--- config.mk ---
export PLATFORM = sky130hd
export DESIGN_NAME = ptyld_ring_ram
export DESIGN_NICKNAME = d
export VERILOG_FILES = /design/src/hdl/ptyld_pkg.sv /design/src/hdl/ptyld_ring_ram.sv
export SDC_FILE = /design/constraint.sdc
export NUM_CORES = 2
export LEC_CHECK = 0
export CORE_MARGIN = 3
export CORE_UTILIZATION = 41
export DETAILED_ROUTE_END_ITERATION = 6
export DONT_BUFFER_PORTS = 1
export HOLD_SLACK_MARGIN = 0.02
export PLACE_DENSITY = 0.53
export SKIP_LAST_GASP = 1
export SLEW_MARGIN = 30
export SYNTH_ARGS = -nofsm -noshare
export SYNTH_HDL_FRONTEND = slang
export SYNTH_SLANG_ARGS = --single-unit
export TNS_END_PERCENT = 20
--- constraint.sdc ---
create_clock -name aclk -period 3.15 [get_ports aclk]
set_input_delay 0.1575 -clock aclk [delete_from_list [all_inputs] [get_ports aclk]]
set_output_delay 0.1575 -clock aclk [all_outputs]
set_load 0.005 [all_outputs]
--- src/hdl/ptyld_pkg.sv ---
// Shared types and constants for the pseudo-terminal line discipline.
`timescale 1ns / 1ps
`default_nettype none

package ptyld_pkg;

    typedef logic [7:0] byte_t;

    typedef enum logic [1:0] {
        FN_MASTER_WRITE = 2'd0,
        FN_SLAVE_WRITE  = 2'd1,
        FN_SLAVE_READ   = 2'd2,
        FN_MASTER_READ  = 2'd3
    } func_t;

    typedef enum logic [2:0] {
        STS_OK    = 3'd0,
        STS_FULL  = 3'd1,
        STS_AGAIN = 3'd2,
        STS_EOF   = 3'd3,
        STS_ERR   = 3'd4
    } status_t;

    localparam int CFG_IDX_W = 2;

    typedef enum logic [CFG_IDX_W-1:0] {
        CFG_CANONICAL  = 2'd0,
        CFG_ECHO       = 2'd1,
        CFG_MASTER_ATT = 2'd2,
        CFG_SLAVE_ATT  = 2'd3
    } cfg_idx_t;

    localparam byte_t CH_DEL = 8'h7f;
    localparam byte_t CH_CR  = 8'h0d;
    localparam byte_t CH_LF  = 8'h0a;
    localparam byte_t CH_BS  = 8'h08;
    localparam byte_t CH_SP  = 8'h20;

endpackage

`default_nettype wire

--- src/hdl/ptyld_ring_ram.sv ---
// Byte ring storage: one write port, one registered read port.
`timescale 1ns / 1ps
`default_nettype none

module ptyld_ring_ram #(
    parameter int DEPTH = 256,
    parameter int AW    = $clog2(DEPTH)
) (
    input  wire                  aclk,
    input  wire                  wr_en,
    input  wire  [AW-1:0]        wr_addr,
    input  ptyld_pkg::byte_t     wr_data,
    input  wire                  rd_en,
    input  wire  [AW-1:0]        rd_addr,
    output ptyld_pkg::byte_t     rd_data
);
    import ptyld_pkg::*;

    byte_t mem [DEPTH];
    byte_t rd_data_reg;

    always_ff @(posedge aclk) begin
        if (wr_en) begin
            mem[wr_addr] <= wr_data;
        end
    end

    always_ff @(posedge aclk) begin
        if (rd_en) begin
            rd_data_reg <= mem[rd_addr];
        end
    end

    assign rd_data = rd_data_reg;

endmodule

`default_nettype wire

---- After elaboration in Yosys (flattened, before gate mapping) ----
Memory sizes are Yosys's and may differ from the RTL's. A register that Yosys moved wholly into a read port is not among the register bits.
Cells that the tools add are included.
storage, ports and cells
  memory bits (read-only) ................. 0
  output and inout port bits .............. 8
  input bits .............................. 27
  RAM bits ................................ 2048
  logic and storage cells ................. 3
  register bits after elaboration ......... 0
  memories kept ........................... 1
  latch bits .............................. 0
operators by class
  equal/unequal tests ..................... 0
  add/sub/neg operators ................... 0
  bitwise logic cells ..................... 0
  multiply operators ...................... 0
  reduce and logical (&&, ||, !) cells .... 0
  $lt $le $gt $ge ......................... 0
  shift operators ......................... 0
  mux-type cells .......................... 2
  div/mod/pow operators ................... 0
memories
  memory  depth  bits a word  rd ports  clocked after Yosys merged registers in  wr ports  line                  text
  mem     256    8            1         1                                        1         ptyld_ring_ram.sv:19  byte_t mem [DEPTH];
operators with widths
  cell               count
  1-bit two-way mux  2

---- Longest topological paths before layout ----
  depth in word-level cells ............... 2
  depth in mapped cells ................... 11

---- Worst setup path before layout ----
No wires, ideal clock.
  kind .................................... in2reg
  start point ............................. input rd_addr[0]
  end point ............................... register rd_data_reg[2] (netlist: rd_data[2]), read port of mem (data pin)
  setup slack ............................. 0.916 ns
  data required time ...................... 2.881 ns
  stages .................................. 9
  arrival ................................. 1.965 ns
  cell sequence ........................... buf_6 -> buf_12 -> buf_8 -> buf_2 -> mux4_2 -> a22oi_1 -> a21oi_1 -> nor4_1 -> nor4_2
RTL lines
  item         line                  text
  from (decl)  ptyld_ring_ram.sv:14  input wire [AW-1:0] rd_addr,
  to (decl)    ptyld_ring_ram.sv:20  byte_t rd_data_reg;

==> out/metrics.yaml <==
grt:
  gr-total-overflow: 0
  grt_pass1_wl_um: 298600
  track_usage_pct: 21.00
  grt_max_degree: 447
  antenna_found_initial: 11
  grt_pass1_vias: 39430
floorplan:
  rows: 161
  start_util_pct: 41.31
  die-area_um2: 199600
  die_w_um: 446.7
  boundaryPins: 35
  fp.dieH_um: 446.7
  coreArea_um2: 192800
detailed_routing:
  dr.pass1.iters: 5
  post-route-drc-count: 0
  wl_per_cell_um: 30.90
  via_per_inst: 5.777
  routed_wirelength_um: 208500
  ant_nets: 0
  dr.first_iter.drc_count: 4854
  num_vias: 38976
power:
  p_leak_uw: 0.02837
  powerDensity_nw_per_um2: 613.8
  ir_drop_uv: 439.4
  finalPower_uw: 55790
placed_design:
  hpwl_um: 114900
  io_buffers: 0
  gp_congestion: 0.7716
  place_area_um2: 84020
  dpl_worst_slack_ns: -1.966
worst_setup_path:
  cp-end-kind: "flip-flop"
  path_class: "input pin to flip-flop"
  crit_path_start_kind: "input pin"
  critPathMaxFanout: 81
  cp.arrival_ns: 3.62
  crit_required_ns: 3.68
cells_and_area:
  area_growth_pct: 14.12
  final_util_pct: 47.14
  final_area_um2: 90880
  seqCellArea_um2: 61740
  multi_input_area_um2: 16560
  final_cell_mix: "edfxtp_1, mux4_2, buf_4, nor2_1, clkbuf_16"
  largest_reg_flops: 2048
  final_common_cell: "edfxtp_1"
  drive_gt1_share_pct: 25.64
  fillers: 15886
  nNetsFinal: 4081
timing:
  fin_crit_ns: 3.092
  setup_viol: 0
  whs_ns: -0.5475
  tns_ns: 0
  fmax_ghz: 0.3234
  tightest_slew_ns: 1.157
  maxSlewHeadroom_pct: 22.87
  setup_ws_ns: 0.05793
  skew_ns: 0.03988
  final_max_slew_viol_count: 0
  period_share_pct: 98.16
  hold_violations: 1545
  rsz0062_at_grt: "true"
synthesis:
  ys_warn_count: 0
  synthArstFlopShare_pct: 0
  syn_inst: 3733
  synthesis.area_um2: 79640
  synth.distinct_cells: 54
  synth_fp_nets: 3760
  seq_area_frac_synth_pct: 77.53
  ys_seq_elements: 2056
  avgSynthCellArea_um2: 21.33
  ys.flop_type: "edfxtp_1"
  synth_edf_count: 2056
outcome:
  status: "complete, but fails checks"
  failed_checks: "negative hold slack"
clock_network:
  clkSinkCount: 2056
  h-tree-depth: 4
  cts_tree: "done"
  hold_buffers: 22
  cts_buffers: 210
  clk_latency_ns: 0.82
  clk_path_buf_depth: 3
  cts-root-buf: "clkbuf_16"
  cts_setup_buffers: 0
  cts.reportedPaths.clkPinSlew_ns: 0.06
hold_path:
  min_path_type: "input pin to flip-flop"
flow_run:
  cap_violations: 0
-- cell type report --
type / instances / share of cell area [%]
antenna: 1 / 0.002753
tap: 2526 / 3.478
clock buffer: 254 / 6.081
timing repair buffer: 342 / 3.293
clock inverter: 124 / 0.9857
sequential: 2056 / 67.93
inverter: 2 / 0.008260
multi-input combinational: 1442 / 18.22
-- repair_timing --
item                                    in CTS  in global routing
hold endpoints to repair                  2638               2048
gates resized for setup                      5                  1
gates cloned                                 5                  1
endpoints found under the setup margin       8                  4
-- critical path: stages --
cell      delay (ns)
buf_16          0.30
buf_16          0.44
mux4_2          0.59
a22o_1          0.26
a221oi_1        0.40
o32ai_1         0.26
nor3_1          0.83
nor4_1          0.15
-- cell usage after synthesis (28+ instances only) --
cell type / instances / area share [%]
clkbuf_1: 111 / 0.52
a21oi_1: 96 / 0.60
o22ai_1: 28 / 0.22
a22oi_1: 133 / 1.3
mux4_2: 454 / 13
nor2b_1: 31 / 0.24
nor2_1: 282 / 1.3
nand3_1: 34 / 0.21
o221ai_1: 46 / 0.51
nand2_1: 33 / 0.16
buf_2: 31 / 0.19
edfxtp_1: 2056 / 78
mux2i_1: 134 / 1.7
-- path summary, 6_finish.rpt --
path | from | to | slack, ns | cells past startpoint
hold reg to reg | mem[55][4]$_DFFE_PP_ | rd_data[4]$_DFFE_PP_ | 1.16 | 6
setup reg to reg | mem[83][5]$_DFFE_PP_ | rd_data[5]$_DFFE_PP_ | 0.14 | 6
hold / removal | wr_data[7] | mem[85][7]$_DFFE_PP_ | -0.55 | 0
setup / recovery | rd_addr[0] | rd_data[5]$_DFFE_PP_ | 0.06 | 8
-- report_power, final --
| part | internal, µW | leakage [µW] | total, µW | switching, µW |
|---|---|---|---|---|
| Combinational | 945 | 0.00672 | 2080 | 1140 |
| Clock | 13200 | 0.00316 | 23500 | 10300 |
| Sequential | 30200 | 0.0185 | 30200 | 44.3 |
| Total | 44400 | 0.0284 | 55800 | 11400 |
-- cells by family (layout without fill, tap and decap cells) --
kind of cell           after synthesis  in the layout  share of synthesized area [%]
flip-flops                        2056           2056                          77.53
multiplexers                       591            591                          14.60
AND/OR/NAND/NOR                    466            466                          2.625
AO/OA/AOI/OAI                      385            385                          3.416
buffers and inverters              235            722                          1.829
other                                0              1                              0
-- metrics by stage --
stage | hold slack, ns | instances
3_3_place_gp | 0.2886 | 6333
5_1_grt | -0.6009 | 6747
3_5_place_dp | 0.2889 | 6340
4_1_cts | -0.5665 | 6745
6_report | -0.5475 | 6747
2_1_floorplan | 0.2564 | 3733
-- per-layer routing --
metal / track usage [%] / vias to the layer above / routed length [µm]
met5: 0 / - / 0
met4: 5.995 / 0 / 5703
met3: 3.836 / 321 / 13250
met1: 29.66 / 20990 / 88850
li1: - / 16366 / -
met2: 33.57 / 1299 / 100700
Power figures use the tool's default switching activity.
